<file path="src/hdl/nds_pkg.sv">
// nds_pkg: shared types, constants and helpers for the note dispenser
`timescale 1ns / 1ps
`default_nettype none
package nds_pkg;

  localparam int NOTE_KINDS = 7;
  localparam int IDX_W      = 3;
  localparam int AMT_W      = 24;
  localparam int ADD_W      = 16;
  localparam int FIELD_W    = 16;
  localparam int CNT_W      = 16;
  localparam int VAL_W      = 7;
  localparam int RECIP_W    = 32;
  localparam int MAX_W      = (CNT_W > ADD_W) ? CNT_W : ADD_W;
  localparam int ACC_W      = MAX_W + 10;
  localparam int QDEPTH     = 2;
  localparam int QPTR_W     = 1;
  localparam int QCNT_W     = 2;

  localparam logic [AMT_W-1:0]   TOTAL_MAX = {AMT_W{1'b1}};
  localparam logic [FIELD_W-1:0] FIELD_MAX = {FIELD_W{1'b1}};
  localparam logic [CNT_W-1:0]   CNT_MAX   = {CNT_W{1'b1}};
  localparam logic [IDX_W-1:0]   IDX_LAST  = IDX_W'(NOTE_KINDS - 1);

  localparam logic [VAL_W-1:0] NOTE_VAL [NOTE_KINDS] = '{
    7'd100, 7'd50, 7'd20, 7'd10, 7'd5, 7'd2, 7'd1
  };

  // floor((2^32 - 1) / value), quotient estimate is low by at most one
  localparam logic [RECIP_W-1:0] NOTE_RECIP [NOTE_KINDS] = '{
    32'd42949672, 32'd85899345, 32'd214748364, 32'd429496729,
    32'd858993459, 32'd2147483647, 32'd4294967295
  };

  typedef enum logic [1:0] {
    MODE_WITHDRAW = 2'd0,
    MODE_DEPOSIT  = 2'd1,
    MODE_QUERY    = 2'd2,
    MODE_UNUSED   = 2'd3
  } mode_t;

  typedef enum logic [1:0] {
    OP_WITHDRAW,
    OP_DEPOSIT,
    OP_QUERY,
    OP_IGNORE
  } op_t;

  typedef enum logic [2:0] {
    ST_IDLE,
    ST_QUOT,
    ST_TAKE,
    ST_REST,
    ST_ACCUM,
    ST_FINISH
  } back_state_t;

  typedef struct packed {
    logic [1:0]       mode;
    logic [AMT_W-1:0] amount;
    logic [ADD_W-1:0] add_count_100;
    logic [ADD_W-1:0] add_count_50;
    logic [ADD_W-1:0] add_count_20;
    logic [ADD_W-1:0] add_count_10;
    logic [ADD_W-1:0] add_count_5;
    logic [ADD_W-1:0] add_count_2;
    logic [ADD_W-1:0] add_count_1;
  } req_t;

  typedef struct packed {
    logic               ok;
    logic [AMT_W-1:0]   total_value;
    logic [FIELD_W-1:0] count_100;
    logic [FIELD_W-1:0] count_50;
    logic [FIELD_W-1:0] count_20;
    logic [FIELD_W-1:0] count_10;
    logic [FIELD_W-1:0] count_5;
    logic [FIELD_W-1:0] count_2;
    logic [FIELD_W-1:0] count_1;
  } res_t;

  typedef struct packed {
    op_t                              op;
    logic [AMT_W-1:0]                 amount;
    logic [NOTE_KINDS-1:0][ADD_W-1:0] adds;
  } entry_t;

  typedef struct packed {
    logic valid;
    logic full;
  } qstat_t;

  function automatic logic [FIELD_W-1:0] sat_field(input logic [CNT_W-1:0] v);
    logic [31:0] wide;
    wide = 32'(v);
    return (wide > 32'(FIELD_MAX)) ? FIELD_MAX : FIELD_W'(v);
  endfunction

  function automatic logic [AMT_W-1:0] sat_total(input logic [ACC_W-1:0] v);
    return (v > ACC_W'(TOTAL_MAX)) ? TOTAL_MAX : AMT_W'(v);
  endfunction

endpackage
`default_nettype wire

</file>
<file path="src/hdl/nds_front.sv">
// nds_front: request intake stage, decodes the mode and feeds the queue
`timescale 1ns / 1ps
`default_nettype none
module nds_front (
  input  wire logic            clk,
  input  wire logic            rst,
  input  wire logic            req_valid,
  output logic                 req_stall,
  input  wire nds_pkg::req_t   req,
  input  wire nds_pkg::qstat_t qst,
  output logic                 push,
  output nds_pkg::entry_t      push_entry
);

  logic            fe_valid;
  nds_pkg::entry_t fe_entry;
  nds_pkg::entry_t fe_entry_next;
  logic            accept;

  assign req_stall  = fe_valid && qst.full;
  assign accept     = req_valid && !req_stall;
  assign push       = fe_valid && !qst.full;
  assign push_entry = fe_entry;

  always_comb begin
    fe_entry_next.amount = req.amount;
    fe_entry_next.adds   = {req.add_count_1, req.add_count_2, req.add_count_5,
                            req.add_count_10, req.add_count_20, req.add_count_50,
                            req.add_count_100};
    unique case (nds_pkg::mode_t'(req.mode))
      nds_pkg::MODE_WITHDRAW: fe_entry_next.op = nds_pkg::OP_WITHDRAW;
      nds_pkg::MODE_DEPOSIT:  fe_entry_next.op = nds_pkg::OP_DEPOSIT;
      nds_pkg::MODE_QUERY:    fe_entry_next.op = nds_pkg::OP_QUERY;
      nds_pkg::MODE_UNUSED:   fe_entry_next.op = nds_pkg::OP_IGNORE;
    endcase
  end

  always_ff @(posedge clk) begin
    if (rst) begin
      fe_valid <= 1'b0;
    end else if (accept) begin
      fe_valid <= 1'b1;
    end else if (push) begin
      fe_valid <= 1'b0;
    end
  end

  always_ff @(posedge clk) begin
    if (accept) begin
      fe_entry <= fe_entry_next;
    end
  end

endmodule
`default_nettype wire

</file>
<file path="config.mk">
export PLATFORM = sky130hd
export DESIGN_NAME = nds_front
export DESIGN_NICKNAME = d
export VERILOG_FILES = /design/src/hdl/nds_pkg.sv /design/src/hdl/nds_front.sv
export SDC_FILE = /design/constraint.sdc
export NUM_CORES = 1
export LEC_CHECK = 0
export ABC_CLOCK_PERIOD_IN_PS = 7400
export BUFFER_PORTS_ARGS = -buffer_cell sky130_fd_sc_hd__buf_4
export CAP_MARGIN = 20
export CORE_AREA = 5 5 109 111
export CTS_CLUSTER_DIAMETER = 120
export CTS_CLUSTER_SIZE = 10
export DETAILED_ROUTE_END_ITERATION = 7
export DIE_AREA = 0 0 114 116
export PLACE_DENSITY = 0.72
export SLEW_MARGIN = 20
export SYNTH_ARGS = -nofsm -noshare
export SYNTH_HDL_FRONTEND = slang
export SYNTH_SLANG_ARGS = --single-unit
</file>
<file path="constraint.sdc">
create_clock -name clk -period 7.4 [get_ports clk]
set_input_delay 1.48 -clock clk [delete_from_list [all_inputs] [get_ports clk]]
set_output_delay 1.48 -clock clk [all_outputs]
set_load 0.03 [all_outputs]
</file>
==> impl_metrics.csv <==
group,metric,value,unit
status,outcome,"completed",
power,p_total,2000,uW
layout,drive_gt1_frac,0.679,
logic_synthesis,synth_area_per_cell,28.8,um^2
logic_synthesis,synth.area.top_cells,"edfxtp_1, dfxtp_1, and2_4",
placed_design,gp_congestion,0.807,
worst_setup_path,r2r-start,"fe_valid",
worst_setup_path,worstSetupEndpoint,"push",
logic_synthesis,yosys.area.top_type,"edfxtp_1",
sta,relSlewSlack,0.410,
clocking,cts-buffers-inserted,17,
grt,track_usage,0.161,
floorplanning,die-area,13200,um^2
clocking,cts_tree,"yes",
worst_setup_path,critPathArrivalTime,1.94,ns
clocking,cts_num_sinks,139,
layout,final_nets,589,
sta,skew,0.00521,ns
sta,setup_viol_count_final,0,
sta,rsz0062_at_grt,"no",
layout,finalCoreUtilization,0.662,
placed_design,placed_area,6500,um^2
logic_synthesis,ys_seq_area_frac,0.990,
worst_setup_path,cp-startpoint,"qst[0]",
logic_synthesis,synthesis.area,4210,um^2
drt,drt_iter0_drc,81,
drt,drtAntennaViolNets,0,
drt,drc,0,
worst_setup_path,worstRegToRegCells,4,
placed_design,port_buffers,281,
grt,grt_pass1_wl,15.3,mm
sta,max_freq,292,MHz
grt,grt_pass1_vias,2771,
sta,fin_crit,3.42,ns
logic_synthesis,synthFlopType,"edfxtp_1",
drt,wl_per_cell,18.5,um
clocking,clk_pin_slew,0.06,ns
drt,vias,2600,
worst_setup_path,setup.worst_path.class,"in -> out",
floorplanning,row_count,38,
logic_synthesis,synth_cells,146,
clocking,root_buffer,"clkbuf_8",
layout,antenna-diode-count,0,
layout,syn2layout_area_growth,68.3,%
logic_synthesis,synth_nets,289,
clocking,clk-insertion-delay-late,0.51,ns
drt,dr.pass1.iters,4,
drt,wirelength,11.0,mm
power,p_leak,0.00301,uW
floorplanning,start_util,0.393,
logic_synthesis,synth-edff-count,138,
layout,fillers,754,
grt,grt-ovfl-total,0,
layout,finalInstanceArea,7080,um^2
sta,finalCritPeriodShare,0.462,
sta,worst_pin_slew,0.885,ns
worst_setup_path,critPathLaunchType,"input pin",
logic_synthesis,yosysMostFrequentCell,"edfxtp_1",
logic_synthesis,synth_seq_cells,139,
worst_setup_path,path_max_fanout,3,
worst_setup_path,cp.required,5.92,ns
logic_synthesis,synth-async-reset-ratio,0,
clocking,ctsLongestPathBuffers,2,
floorplanning,die_h,116,um
placed_design,pre_cts_slack,3.61,ns
drt,via_per_inst,4.35,
sta,fin_tns_setup,0,ns
floorplanning,ios,283,
clocking,h-tree-depth,4,
floorplanning,fp.dieW,114,um
worst_setup_path,rr_endpoint,"push_entry[81]",
sta,finalMaxSlewViolations,0,
worst_setup_path,crit_path_end_kind,"primary output",
logic_synthesis,synth_top_area_share,0.985,
power,peakVddDrop,0.169,mV
clocking,hold_buffers,0,
grt,antenna_found_initial,0,
clocking,cts_resized,0,
floorplanning,core-area,10700,um^2
grt,grt_max_degree,73,
job,cap_violations,0,
logic_synthesis,yosysWarnings,0,
sta,setup_ws,3.98,ns
logic_synthesis,synth.distinct_cells,8,
min_path,hold_path_class,"reg -> reg",
placed_design,dpl.hpwl,8.42,mm
sta,hold_violations,0,
worst_setup_path,ff2ff_setup_slack,4.90,ns
power,power_density,283,nW/um^2
logic_synthesis,synth_common_cells,"edfxtp_1, clkbuf_1",
clocking,cts_post_setup_buffers_inserted,0,
[logic make-up (layout without fill, tap and decap cells)]
logic type	after synthesis	in the layout	share of synthesized area
flip-flops	139	139	0.990
AND/OR/NAND/NOR	4	4	0.00714
buffers and inverters	2	314	0.00179
AO/OA/AOI/OAI	1	1	0.00119
[report_power, final]
| group | internal [uW] | total, uW | switching, uW |
|---|---|---|---|
| clock network | 539 | 829 | 290 |
| registers | 923 | 935 | 12.3 |
| logic | 100 | 238 | 137 |
| total | 1560 | 2000 | 439 |
[critical path, stage by stage]
cell	delay, ns
buf_4	0.12
and2b_2	0.20
buf_4	0.15
[worst min-delay path by stage]
stage | startpoint | endpoint | slack [ns] | depth (start not counted)
after detailed placement | fe_valid | fe_valid | 0.51 | 2
after global routing | fe_valid | fe_valid | 0.58 | 2
after floorplan | fe_valid | fe_valid | 0.47 | 2
after CTS | fe_valid | fe_valid | 0.53 | 2
after global placement | fe_valid | fe_valid | 0.48 | 2
final | fe_valid | fe_valid | 0.53 | 2
[registers in the layout, indices dropped and copies added, names as in the netlist]
signal	cells
fe_valid	1
push_entry	138
[per-stage QoR]
stage	hold WS, ns	instances
4_1_cts	0.528	598
3_5_place_dp	0.510	567
5_1_grt	0.580	598
3_3_place_gp	0.484	567
2_1_floorplan	0.467	146
6_report	0.530	598
[layout make-up]
type	count	area [um^2]	area share
well taps	140	175	0.0247
multi-input cells	5	40.0	0.00565
clock buffers	20	425	0.0601
clock inverters	11	151	0.0214
repair buffers	283	2120	0.300
flip-flops and latches	139	4160	0.588
[placed cells by master (no fill, tap or decap)]
cell / netlist / layout
clkinv_2: 0 / 4
clkbuf_8: 0 / 1
clkbuf_1: 2 / 3
dfxtp_1: 1 / 1
and2b_2: 1 / 1
nor2_1: 1 / 1
and2_4: 1 / 1
nor2b_4: 0 / 1
edfxtp_1: 138 / 138
buf_4: 0 / 283
a21oi_1: 1 / 1
bufinv_16: 0 / 4
clkbuf_16: 0 / 16
clkinv_1: 0 / 3
[metal layers]
layer	vias up	GRT usage	share of wire
met1	1225	0.159	0.31
li1	1189	-	-
met2	175	0.279	0.54
met5	-	0	0
met4	0	0.0578	0.012
met3	11	0.0977	0.14
Note: power is estimated with default switching activity, not from simulation.
