File: config.mk
export PLATFORM = sky130hd
export DESIGN_NAME = nds_queue
export DESIGN_NICKNAME = d
export VERILOG_FILES = /design/src/hdl/nds_pkg.sv /design/src/hdl/nds_queue.sv
export SDC_FILE = /design/constraint.sdc
export NUM_CORES = 1
export LEC_CHECK = 0
export ABC_CLOCK_PERIOD_IN_PS = 5800
export BUFFER_PORTS_ARGS = -buffer_cell sky130_fd_sc_hd__buf_2
export CAP_MARGIN = 25
export CORE_UTILIZATION = 25
export DETAILED_ROUTE_END_ITERATION = 7
export PLACE_DENSITY = 0.47
export SYNTH_ARGS = -nofsm -noshare
export SYNTH_HDL_FRONTEND = slang
export SYNTH_SLANG_ARGS = --single-unit
File: constraint.sdc
create_clock -name clk -period 5.8 [get_ports clk]
set_clock_uncertainty 0.1 [all_clocks]
set_input_delay 0.58 -clock clk [delete_from_list [all_inputs] [get_ports clk]]
set_output_delay 0.58 -clock clk [all_outputs]
set_load 0.05 [all_outputs]
File: src/hdl/nds_pkg.sv
// nds_pkg: shared types, constants and helpers for the note dispenser
`timescale 1ns / 1ps
`default_nettype none
package nds_pkg;

  localparam int NOTE_KINDS = 7;
  localparam int IDX_W      = 3;
  localparam int AMT_W      = 24;
  localparam int ADD_W      = 16;
  localparam int FIELD_W    = 16;
  localparam int CNT_W      = 16;
  localparam int VAL_W      = 7;
  localparam int RECIP_W    = 32;
  localparam int MAX_W      = (CNT_W > ADD_W) ? CNT_W : ADD_W;
  localparam int ACC_W      = MAX_W + 10;
  localparam int QDEPTH     = 2;
  localparam int QPTR_W     = 1;
  localparam int QCNT_W     = 2;

  localparam logic [AMT_W-1:0]   TOTAL_MAX = {AMT_W{1'b1}};
  localparam logic [FIELD_W-1:0] FIELD_MAX = {FIELD_W{1'b1}};
  localparam logic [CNT_W-1:0]   CNT_MAX   = {CNT_W{1'b1}};
  localparam logic [IDX_W-1:0]   IDX_LAST  = IDX_W'(NOTE_KINDS - 1);

  localparam logic [VAL_W-1:0] NOTE_VAL [NOTE_KINDS] = '{
    7'd100, 7'd50, 7'd20, 7'd10, 7'd5, 7'd2, 7'd1
  };

  // floor((2^32 - 1) / value), quotient estimate is low by at most one
  localparam logic [RECIP_W-1:0] NOTE_RECIP [NOTE_KINDS] = '{
    32'd42949672, 32'd85899345, 32'd214748364, 32'd429496729,
    32'd858993459, 32'd2147483647, 32'd4294967295
  };

  typedef enum logic [1:0] {
    MODE_WITHDRAW = 2'd0,
    MODE_DEPOSIT  = 2'd1,
    MODE_QUERY    = 2'd2,
    MODE_UNUSED   = 2'd3
  } mode_t;

  typedef enum logic [1:0] {
    OP_WITHDRAW,
    OP_DEPOSIT,
    OP_QUERY,
    OP_IGNORE
  } op_t;

  typedef enum logic [2:0] {
    ST_IDLE,
    ST_QUOT,
    ST_TAKE,
    ST_REST,
    ST_ACCUM,
    ST_FINISH
  } back_state_t;

  typedef struct packed {
    logic [1:0]       mode;
    logic [AMT_W-1:0] amount;
    logic [ADD_W-1:0] add_count_100;
    logic [ADD_W-1:0] add_count_50;
    logic [ADD_W-1:0] add_count_20;
    logic [ADD_W-1:0] add_count_10;
    logic [ADD_W-1:0] add_count_5;
    logic [ADD_W-1:0] add_count_2;
    logic [ADD_W-1:0] add_count_1;
  } req_t;

  typedef struct packed {
    logic               ok;
    logic [AMT_W-1:0]   total_value;
    logic [FIELD_W-1:0] count_100;
    logic [FIELD_W-1:0] count_50;
    logic [FIELD_W-1:0] count_20;
    logic [FIELD_W-1:0] count_10;
    logic [FIELD_W-1:0] count_5;
    logic [FIELD_W-1:0] count_2;
    logic [FIELD_W-1:0] count_1;
  } res_t;

  typedef struct packed {
    op_t                              op;
    logic [AMT_W-1:0]                 amount;
    logic [NOTE_KINDS-1:0][ADD_W-1:0] adds;
  } entry_t;

  typedef struct packed {
    logic valid;
    logic full;
  } qstat_t;

  function automatic logic [FIELD_W-1:0] sat_field(input logic [CNT_W-1:0] v);
    logic [31:0] wide;
    wide = 32'(v);
    return (wide > 32'(FIELD_MAX)) ? FIELD_MAX : FIELD_W'(v);
  endfunction

  function automatic logic [AMT_W-1:0] sat_total(input logic [ACC_W-1:0] v);
    return (v > ACC_W'(TOTAL_MAX)) ? TOTAL_MAX : AMT_W'(v);
  endfunction

endpackage
`default_nettype wire

File: src/hdl/nds_queue.sv
// nds_queue: short queue of decoded requests between front and back
`timescale 1ns / 1ps
`default_nettype none
module nds_queue (
  input  wire logic            clk,
  input  wire logic            rst,
  input  wire logic            push,
  input  wire nds_pkg::entry_t push_entry,
  input  wire logic            pop,
  output nds_pkg::qstat_t      qst,
  output nds_pkg::entry_t      head
);

  nds_pkg::entry_t                entries [nds_pkg::QDEPTH];
  logic [nds_pkg::QPTR_W-1:0]     wr_ptr;
  logic [nds_pkg::QPTR_W-1:0]     rd_ptr;
  logic [nds_pkg::QCNT_W-1:0]     count;
  logic                           do_push;
  logic                           do_pop;

  assign qst.valid = (count != '0);
  assign qst.full  = (count == nds_pkg::QCNT_W'(nds_pkg::QDEPTH));
  assign do_push   = push && !qst.full;
  assign do_pop    = pop && qst.valid;
  assign head      = entries[rd_ptr];

  always_ff @(posedge clk) begin
    if (rst) begin
      wr_ptr <= '0;
      rd_ptr <= '0;
      count  <= '0;
    end else begin
      if (do_push) begin
        wr_ptr <= wr_ptr + 1'b1;
      end
      if (do_pop) begin
        rd_ptr <= rd_ptr + 1'b1;
      end
      if (do_push && !do_pop) begin
        count <= count + 1'b1;
      end else if (do_pop && !do_push) begin
        count <= count - 1'b1;
      end
    end
  end

  always_ff @(posedge clk) begin
    if (do_push) begin
      entries[wr_ptr] <= push_entry;
    end
  end

endmodule
`default_nettype wire

==> results.py, run 1 <==
metrics = {
    "setup_path": {
        "reg2reg_to": "entries[1][75]$_DFFE_PP_",
        "critical_path_class": "register to primary output",
        "end_kind": "primary output",
        "startpoint_type": "register",
        "reg2reg_setup_slack_ps": 3240,
        "worstPathArrival_ps": 2730,
        "r2r-start": "count[0]$_SDFFE_PP0P_",
        "reg2regPathDepth": 4,
        "required_ps": 5120,
        "cp_max_fo": 78,
    },
    "global_route": {
        "antenna_found_initial": 4,
        "use_met3_pct": 3.59,
        "grt_max_degree": 79,
        "grt_pass1_wl_um": 32400,
        "use_met1_pct": 12.3,
        "gr-usage-all-layers_pct": 10.2,
        "first_global_vias": 5592,
        "busiest_layer": "met2",
        "grt_util_met2_pct": 16.6,
        "grt_overflow": 0,
    },
    "route": {
        "antenna_left": 0,
        "wl_per_cell_um": 16.7,
        "vias_per_cell": 3.97,
        "drcViolationCount": 0,
        "drt_iter0_drc": 182,
        "num_vias": 5192,
        "drt_first_pass_iters": 4,
        "totalWireLength_um": 21900,
    },
    "min_path": {
        "worstHoldEndpoint": "entries[0][62]$_DFFE_PP_",
        "hold_path_startpoint": "push_entry[62]",
        "hp-class": "primary input to register",
        "min_path_cells": 1,
    },
    "placed_design": {
        "dpl_cell_area_um2": 12200,
        "hpwlAfterDp_um": 13600,
        "place_congestion": 0.684,
        "portBuffers": 281,
        "post-place-ws_ps": 2930,
    },
    "sta": {
        "tns_ps": 0,
        "tightest_slew_ps": 1020,
        "fmax_mhz": 293,
        "relSlewSlack_pct": 32.3,
        "holdWs_ps": 110,
        "drv_slew": 0,
        "hold_viol_final": 0,
        "rsz0062_at_grt": "false",
        "finalCriticalPeriod_ps": 3410,
        "setup_viol": 0,
        "fin_crit_sh_pct": 58.8,
        "layout_setup_ws_ps": 2390,
    },
    "clocking": {
        "post-cts-setup-buffer-count": 0,
        "insertion_delay_ps": 550,
        "htreeDepth": 1,
        "clock-root-buffer": "clkbuf_16",
        "ctsHoldBuffers": 0,
        "cts_tree": "done",
        "clock-sinks": 281,
        "numCtsBuffers": 31,
        "path_clk_slew_ps": 60,
        "cts_resized": 0,
        "cts_buffer_depth": 3,
    },
    "logic_synthesis": {
        "synthMuxAreaShare_pct": 15.2,
        "synth_top_area_share_pct": 81.1,
        "synth_compound_gate_area_share_pct": 0.245,
        "yosysSeqAreaShare_pct": 82.1,
        "ys_top_cells_by_count": "edfxtp_1, mux2_2, buf_6",
        "synth_area_leaders": "edfxtp_1, mux2_2, buf_6",
        "synth_nets": 597,
        "synth-main-ff-cell": "edfxtp_1",
        "synthArstFlopShare_pct": 0,
        "synth-edff-count": 276,
        "synth_warnings": 0,
        "syn_area_per_cell_um2": 22.5,
        "yosysTopAreaCell": "edfxtp_1",
        "synth_seq_cells": 281,
        "synth.most_common_cell": "edfxtp_1",
        "synthDistinctLibCells": 16,
        "synth_xor_area_share_pct": 0.257,
        "synth_area_um2": 10200,
        "synth_adder_area_share_pct": 0.122,
        "synth_top_family_by_area": "multiplexers",
        "yosys.area_share.simple_pct": 0.478,
        "synthCells": 454,
    },
    "floorplan": {
        "fp.dieH_um": 204,
        "core_area_um2": 40000,
        "start_util_pct": 25.5,
        "io_pins": 282,
        "dieArea_um2": 41700,
        "num_rows": 73,
        "die_w_um": 204,
    },
    "power_and_ir_drop": {
        "ir_drop_v": 0.000323,
        "p_leak_nw": 4.81,
        "power.density_nw_per_um2": 521,
    },
    "layout": {
        "multi_input_area_um2": 1670,
        "regArea_um2": 8390,
        "area_growth_pct": 29.2,
        "fillerInstances": 3962,
        "final_nets": 901,
        "layout-drive-gt1-share_pct": 60.9,
        "finalInstanceArea_um2": 13200,
        "fin_util_pct": 33.0,
    },
    "run": {
        "cap_violations": 0,
    },
    "status": {
        "outcome": "complete, no violations",
    },
}
metrics by stage:
step	std cells	total power, mW
floorplan	454	4.54
detailed placement	1250	5.03
finish	1309	6.88
global placement	1250	5.02
CTS	1307	7.01
global route	1309	7.18
kinds of logic after synthesis:
| kind of cell | after synthesis |
|---|---|
| fa+ha+maj | 1 |
| xor+xnor | 3 |
| simple gates | 9 |
| mux | 138 |
| flops | 281 |
| compound gates | 5 |
| buf+inv | 17 |
worst max-delay path: stages, from the launching register on:
cell and delay, ps:
dfxtp_4 920, buf_12 480, mux2_2 400, buf_2 220
routing by layer:
metal	routed length (µm)	part of all wire [%]	vias to the layer above
li1	-	-	2426
met1	9090	42	2549
met2	10300	47	172
met3	1850	8.5	41
met4	586	2.7	4
met5	27	0.12	-
registers in the layout, summed over array words and instances (netlist names), named ones only:
| register | count |
|---|---|
| count | 2 |
| entries | 276 |
| rd_ptr | 1 |
| wr_ptr | 1 |
cells in the final DEF (no fill, tap or decap):
master | Yosys | layout
buf_2 | 1 | 281
edfxtp_1 | 276 | 276
mux2_2 | 138 | 138
clkbuf_16 | 0 | 31
clkinv_1 | 0 | 7
clkinv_2 | 0 | 6
nor2_1 | 4 | 4
clkinvlp_4 | 0 | 4
bufinv_16 | 0 | 4
dfxtp_1 | 5 | 4
buf_4 | 2 | 4
o21ai_0 | 3 | 3
xor2_1 | 3 | 3
clkbuf_1 | 0 | 3
diode_2 | 0 | 2
or3_1 | 2 | 2
a21oi_1 | 2 | 2
clkinv_4 | 0 | 2
inv_1 | 2 | 1
nor2b_2 | 1 | 1
or2_2 | 1 | 1
and2_4 | 0 | 1
inv_6 | 0 | 1
ha_1 | 1 | 1
dfxtp_4 | 0 | 1
buf_12 | 0 | 1
power breakdown:
| part | switching [mW] | internal [mW] | total [mW] |
|---|---|---|---|
| Clock | 0.784 | 1.15 | 1.94 |
| Sequential | 0.120 | 2.55 | 2.67 |
| Combinational | 1.66 | 0.606 | 2.27 |
| Total | 2.56 | 4.31 | 6.88 |
how the worst max path moves through the flow:
| stage | endpoint | depth (start not counted) |
|---|---|---|
| 3_5_place_dp | entries[1][75]$_DFFE_PP_ | 5 |
| 4_1_cts | head[23] | 3 |
| 5_1_grt | head[97] | 3 |
| 6_report | head[132] | 3 |
| 2_1_floorplan | entries[1][0]$_DFFE_PP_ | 3 |
| 3_3_place_gp | entries[1][66]$_DFFE_PP_ | 5 |
cell type report:
class	count	share of cell area, %
Inverter	2	0.0948
Sequential cell	281	63.6
Antenna cell	2	0.0379
Clock buffer	34	5.96
Clock inverter	23	1.70
Timing Repair Buffer	286	11.0
Multi-Input combinational cell	156	12.6
Tap cell	525	4.98
Power figures use the tool's default switching activity.
==> inputs of run 2 (changes only) <==
- ABC_AREA: unset -> 1
- ABC_CLOCK_PERIOD_IN_PS: 5800 -> 3400
- clock period: 5.8 -> 3.4 ns (I/O delays scaled with it)
==> run 2 against run 1 <==
Non-clock buffer count increased by 151. Routed wire length increased by 2.0%. Clock power increased by 68%. Via count increased by 12%. Sequential share of layout area decreased by 6.7 points. Critical path depth unchanged. Setup slack got worse by 1600 ps. Synthesized area increased by 0.27%. Total power increased by 67%. Global-route usage increased by 0.20 points. Critical endpoint is now head[18]. Largest power group unchanged.
==> results.py, run 2 <==
metrics = {
    "status": {
        "outcome": "complete, no violations",
    },
    "sta": {
        "fin_crit_sh_pct": 77.6,
        "tightest_slew_ps": 761,
        "rsz0062_at_grt": "false",
        "tns_ps": 0,
        "fmax_mhz": 379,
        "holdWs_ps": 315,
        "hold_viol_final": 0,
        "relSlewSlack_pct": 48.7,
        "setup_viol": 0,
        "drv_slew": 0,
        "finalCriticalPeriod_ps": 2640,
    },
    "floorplan": {
        "io_pins": 282,
        "num_rows": 73,
        "dieArea_um2": 41800,
        "start_util_pct": 25.5,
        "core_area_um2": 40100,
        "die_w_um": 204,
        "fp.dieH_um": 204,
    },
    "route": {
        "vias_per_cell": 3.94,
        "drt_first_pass_iters": 4,
        "drt_iter0_drc": 156,
        "wl_per_cell_um": 15.2,
        "totalWireLength_um": 22300,
        "antenna_left": 0,
        "drcViolationCount": 0,
        "num_vias": 5791,
    },
    "global_route": {
        "grt_max_degree": 76,
        "gr-usage-all-layers_pct": 10.4,
        "antenna_found_initial": 1,
        "grt_overflow": 0,
        "grt_pass1_wl_um": 33500,
        "first_global_vias": 6204,
    },
    "setup_path": {
        "end_kind": "primary output",
        "r2r-start": "count[1]$_SDFFE_PP0P_",
        "startpoint_type": "register",
        "critPathCapture": "head[18]",
        "worstPathArrival_ps": 2200,
        "cp_max_fo": 35,
        "reg2reg_setup_slack_ps": 1340,
        "reg2regPathDepth": 4,
        "reg2reg_to": "entries[1][61]$_DFFE_PP_",
        "required_ps": 2960,
        "critical_path_class": "register to primary output",
    },
    "clocking": {
        "path_clk_slew_ps": 60,
        "clock-root-buffer": "clkbuf_16",
        "cts_tree": "done",
        "post-cts-setup-buffer-count": 0,
        "cts_buffer_depth": 3,
        "numCtsBuffers": 31,
        "clock-sinks": 281,
        "ctsHoldBuffers": 141,
        "cts_resized": 0,
        "htreeDepth": 1,
        "insertion_delay_ps": 550,
    },
    "logic_synthesis": {
        "synthArstFlopShare_pct": 0,
        "synth_warnings": 0,
        "yosysSeqAreaShare_pct": 81.9,
        "synth_area_um2": 10200,
        "ys_top_cells_by_count": "edfxtp_1, mux2_2, buf_6",
        "synthDistinctLibCells": 13,
        "synth.most_common_cell": "edfxtp_1",
        "syn_area_per_cell_um2": 22.0,
        "synth-main-ff-cell": "edfxtp_1",
        "synth_nets": 609,
        "synth-edff-count": 276,
        "synth_top_area_share_pct": 80.9,
        "yosysTopAreaCell": "edfxtp_1",
        "synthCells": 466,
        "synth_seq_cells": 281,
        "synth_area_leaders": "edfxtp_1, mux2_2, buf_6",
    },
    "layout": {
        "multi_input_area_um2": 1680,
        "layout-drive-gt1-share_pct": 51.0,
        "largest_register_ffs": 276,
        "layout.cells.most_common": "buf_2",
        "regArea_um2": 8390,
        "diodes": 0,
        "fin_util_pct": 36.8,
        "area_growth_pct": 44.0,
        "final_nets": 1064,
        "top_regs": "entries: 276 flops, count: 2 flops",
        "most-common-layout-cells": "buf_2, edfxtp_1, dlygate4sd3_1, mux2_2, clkbuf_16",
        "fillerInstances": 3839,
        "largest-register": "entries",
    },
    "min_path": {
        "hp-class": "primary input to register",
        "hold_path_startpoint": "push",
    },
    "run": {
        "cap_violations": 0,
    },
    "placed_design": {
        "hpwlAfterDp_um": 14800,
        "portBuffers": 281,
        "place_congestion": 0.703,
    },
    "power_and_ir_drop": {
        "p_total_mw": 11.5,
        "p_leak_nw": 5.49,
        "power.density_nw_per_um2": 777,
        "ir_drop_v": 0.000427,
    },
}
[run 2: cells by family after synthesis]
family / count (synthesis) / synth area share (%)
compound gates: 5 / 0.244
fa+ha+maj: 1 / 0.122
buf+inv: 23 / 1.88
flops: 281 / 81.9
mux: 138 / 15.2
simple gates: 18 / 0.708
[run 2: worst min path at each step]
| stage | cells after the start | slack (ps) | end |
|---|---|---|---|
| after floorplan | 0 | 340 | entries[0][0]$_DFFE_PP_ |
| after global placement | 2 | 380 | rd_ptr$_SDFFE_PP0P_ |
| after detailed placement | 2 | 390 | rd_ptr$_SDFFE_PP0P_ |
| after CTS | 4 | 290 | wr_ptr$_SDFFE_PP0P_ |
| after global routing | 4 | 320 | wr_ptr$_SDFFE_PP0P_ |
| final | 4 | 320 | wr_ptr$_SDFFE_PP0P_ |
[run 2: worst max-delay path, cell delays in order, from the launching register on]
cell and delay [ps]:
dfxtp_4 730, buf_4 320, mux2_2 370, buf_2 220
[run 2: area by class of cell]
type	count	share of cell area (%)
clock buffers	36	5.38
inverters	8	0.204
well taps	525	4.45
multi-input cells	162	11.4
flip-flops and latches	281	56.9
repair buffers	437	20.4
clock inverters	19	1.34
[run 2: power by group]
part	switching [mW]	internal, mW	leakage (nW)
Combinational	2.60	1.07	2.39
Clock	1.28	1.96	0.486
Sequential	0.160	4.38	2.62
[run 2: per-layer routing]
| layer | wire [µm] | GRT usage (%) | up-vias |
|---|---|---|---|
| met4 | 527 | 2.91 | 2 |
| met5 | 17 | 0 | - |
| li1 | - | - | 2747 |
| met2 | 10800 | 17.6 | 174 |
| met3 | 1750 | 3.70 | 43 |
| met1 | 9250 | 12.3 | 2825 |
[run 2: per-stage QoR]
step                      setup WS [ps]  instance area, µm²  std cells
final                               761               14800       1468
after global routing                587               14800       1468
after CTS                           632               14800       1468
after detailed placement           1230               12400       1272
after global placement             1220               12400       1272
after floorplan                   -1310               10200        466
==> inputs of run 3 (changes only) <==
- ABC_CLOCK_PERIOD_IN_PS: 3400 -> 2150
- PLACE_DENSITY: 0.47 -> 0.49
- clock period: 3.4 -> 2.15 ns (I/O delays scaled with it)
==> run 3 against run 2 <==
The run now ends with negative setup slack left. Setup slack worse by 790 ps. Non-clock buffer count is 4 higher. Die area stayed put. Clock-buffer cell count is 1 lower. First-iteration DRC count is 24% higher. Sequential share of layout area is 3.6 points lower. Clock power is 62% higher. Sequential power is 57% higher.
==> results.py, run 3 (synthesized netlist as in run 2, its figures left out) <==
metrics = {
    "sta": {
        "finalCriticalPeriod_ps": 2180,
        "drv_slew": 0,
        "fmax_mhz": 459,
        "setup_viol": 50,
        "layout_setup_ws_ps": -30.0,
        "rsz0062_at_grt": "true",
        "tightest_slew_ps": 507,
        "hold_viol_final": 0,
        "relSlewSlack_pct": 66.2,
        "fin_crit_sh_pct": 101,
        "holdWs_ps": 267,
    },
    "power_and_ir_drop": {
        "ir_drop_v": 0.000738,
        "swShare_pct": 34.4,
        "pwr-share-comb_pct": 36.6,
        "p_int_mw": 12.8,
        "p_sw_mw": 6.73,
        "clockPowerShare_pct": 27.0,
        "p_seq_share_pct": 36.4,
        "power.density_nw_per_um2": 1240,
        "p_leak_nw": 5.96,
    },
    "layout": {
        "layout-drive-gt1-share_pct": 51.7,
        "top_regs": "entries: 276 flops, count: 2 flops",
        "fillerInstances": 3680,
        "layout.cells.most_common": "edfxtp_1",
        "largest_register_ffs": 276,
        "area_growth_pct": 53.8,
        "regArea_um2": 8390,
        "fin_cells": 1473,
        "largest-register": "entries",
        "most-common-layout-cells": "edfxtp_1, buf_2, dlygate4sd3_1, mux2_2, buf_6",
        "multi_input_area_um2": 1880,
        "final_nets": 1067,
        "fin_util_pct": 39.3,
        "finalInstanceArea_um2": 15800,
    },
    "floorplan": {
        "fp.dieH_um": 204,
        "start_util_pct": 25.5,
        "core_area_um2": 40100,
        "num_rows": 73,
        "io_pins": 282,
        "dieArea_um2": 41800,
        "die_w_um": 204,
    },
    "global_route": {
        "gr-usage-all-layers_pct": 10.8,
        "first_global_vias": 6363,
        "antenna_found_initial": 2,
        "grt_pass1_wl_um": 34700,
        "grt_overflow": 0,
        "grt_max_degree": 76,
    },
    "route": {
        "totalWireLength_um": 24100,
        "vias_per_cell": 4.00,
        "num_vias": 5894,
        "drcViolationCount": 0,
        "drt_first_pass_iters": 4,
        "drt_iter0_drc": 194,
        "antenna_left": 0,
        "wl_per_cell_um": 16.3,
    },
    "setup_path": {
        "startpoint_type": "register",
        "cp_max_fo": 19,
        "worstPathArrival_ps": 1870,
        "required_ps": 1840,
        "cp_cell_sequence": "buf_12 -> buf_16 -> mux2_2 -> buf_6",
        "crit_slowest_cell": "mux2_2",
        "max_stage_delay_ps": 380,
        "critical_path_class": "register to primary output",
        "end_kind": "primary output",
    },
    "clocking": {
        "numCtsBuffers": 30,
        "clock-root-buffer": "clkbuf_16",
        "clock-sinks": 281,
        "insertion_delay_ps": 560,
        "cts_buffer_depth": 3,
        "path_clk_slew_ps": 60,
        "cts_tree": "done",
        "htreeDepth": 1,
    },
    "placed_design": {
        "hpwlAfterDp_um": 14600,
        "portBuffers": 281,
        "dpl_cell_area_um2": 12300,
        "place_congestion": 0.710,
        "post-place-ws_ps": 436,
        "place_inst": 1265,
    },
    "status": {
        "violations": "negative setup slack",
        "outcome": "complete, but fails checks",
    },
    "run": {
        "cap_violations": 0,
    },
    "min_path": {
        "hp-class": "primary input to register",
    },
}
-- run 3: cell count changes in the layout (fill, tap and decap cells not counted), sizes merged --
cell / previous run / this run
bufinv: 4 / 5
clkbuf: 36 / 38
clkinv: 13 / 14
diode: 0 / 1
dlygate4sd3: 141 / 142
inv: 9 / 8
-- run 3: metrics by stage --
step,power [mW],TNS (ps)
floorplan,11.7,-242160
global placement,13.0,0
detailed placement,13.0,0
CTS,19.4,-4680
global route,20.3,-9280
finish,19.5,-377
-- run 3: what timing repair did --
action	CTS	global route
buffers inserted	4	0
endpoints found under the setup margin	131	135
cloned	2	4
hold endpoints to repair	281	0
hold buffers	142	0
resized for setup	184	71
-- run 3: worst max-delay path: cells and delay by family (launching register included) --
kind	cells	cell delay (ps)
flops	1	360
buf+inv	3	540
mux	1	380
-- run 3: worst paths after layout --
| kind | start | depth (start not counted) | endpoint | slack (ps) |
|---|---|---|---|---|
| hold / removal | push_entry[132] | 2 | entries[0][132]$_DFFE_PP_ | 270 |
| setup / recovery | register | 4 | head[57] | -30 |
| hold reg to reg | rd_ptr$_SDFFE_PP0P_ | 2 | rd_ptr$_SDFFE_PP0P_ | 410 |
| setup reg to reg | count[1]$_SDFFE_PP0P_ | 4 | entries[0][57]$_DFFE_PP_ | 540 |
-- run 3: area by class of cell --
| cell class | instances | share of cell area, % |
|---|---|---|
| clock buffer | 35 | 5.02 |
| inverter | 8 | 0.191 |
| sequential | 281 | 53.3 |
| antenna | 1 | 0.0159 |
| timing repair buffer | 441 | 24.0 |
| multi-input combinational | 162 | 11.9 |
| clock inverter | 20 | 1.43 |
| tap | 525 | 4.17 |
-- run 3: metal layers --
layer  routed length, µm  track usage [%]  vias up
li1                    -                -     2765
met1                9870             12.6     2914
met2               12000             18.6      171
met3                1560             3.48       42
met4                 671             3.33        2
met5                  11                0        -
-- run 3: power by group through the flow --
| stage | clock, mW | combinational (mW) | sequential (mW) |
|---|---|---|---|
| 2_1_floorplan | 0 | 4.48 | 7.20 |
| 3_3_place_gp | 0 | 5.73 | 7.24 |
| 3_5_place_dp | 0 | 5.74 | 7.26 |
| 4_1_cts | 5.46 | 6.85 | 7.11 |
| 5_1_grt | 5.62 | 7.50 | 7.18 |
| 6_report | 5.28 | 7.16 | 7.11 |
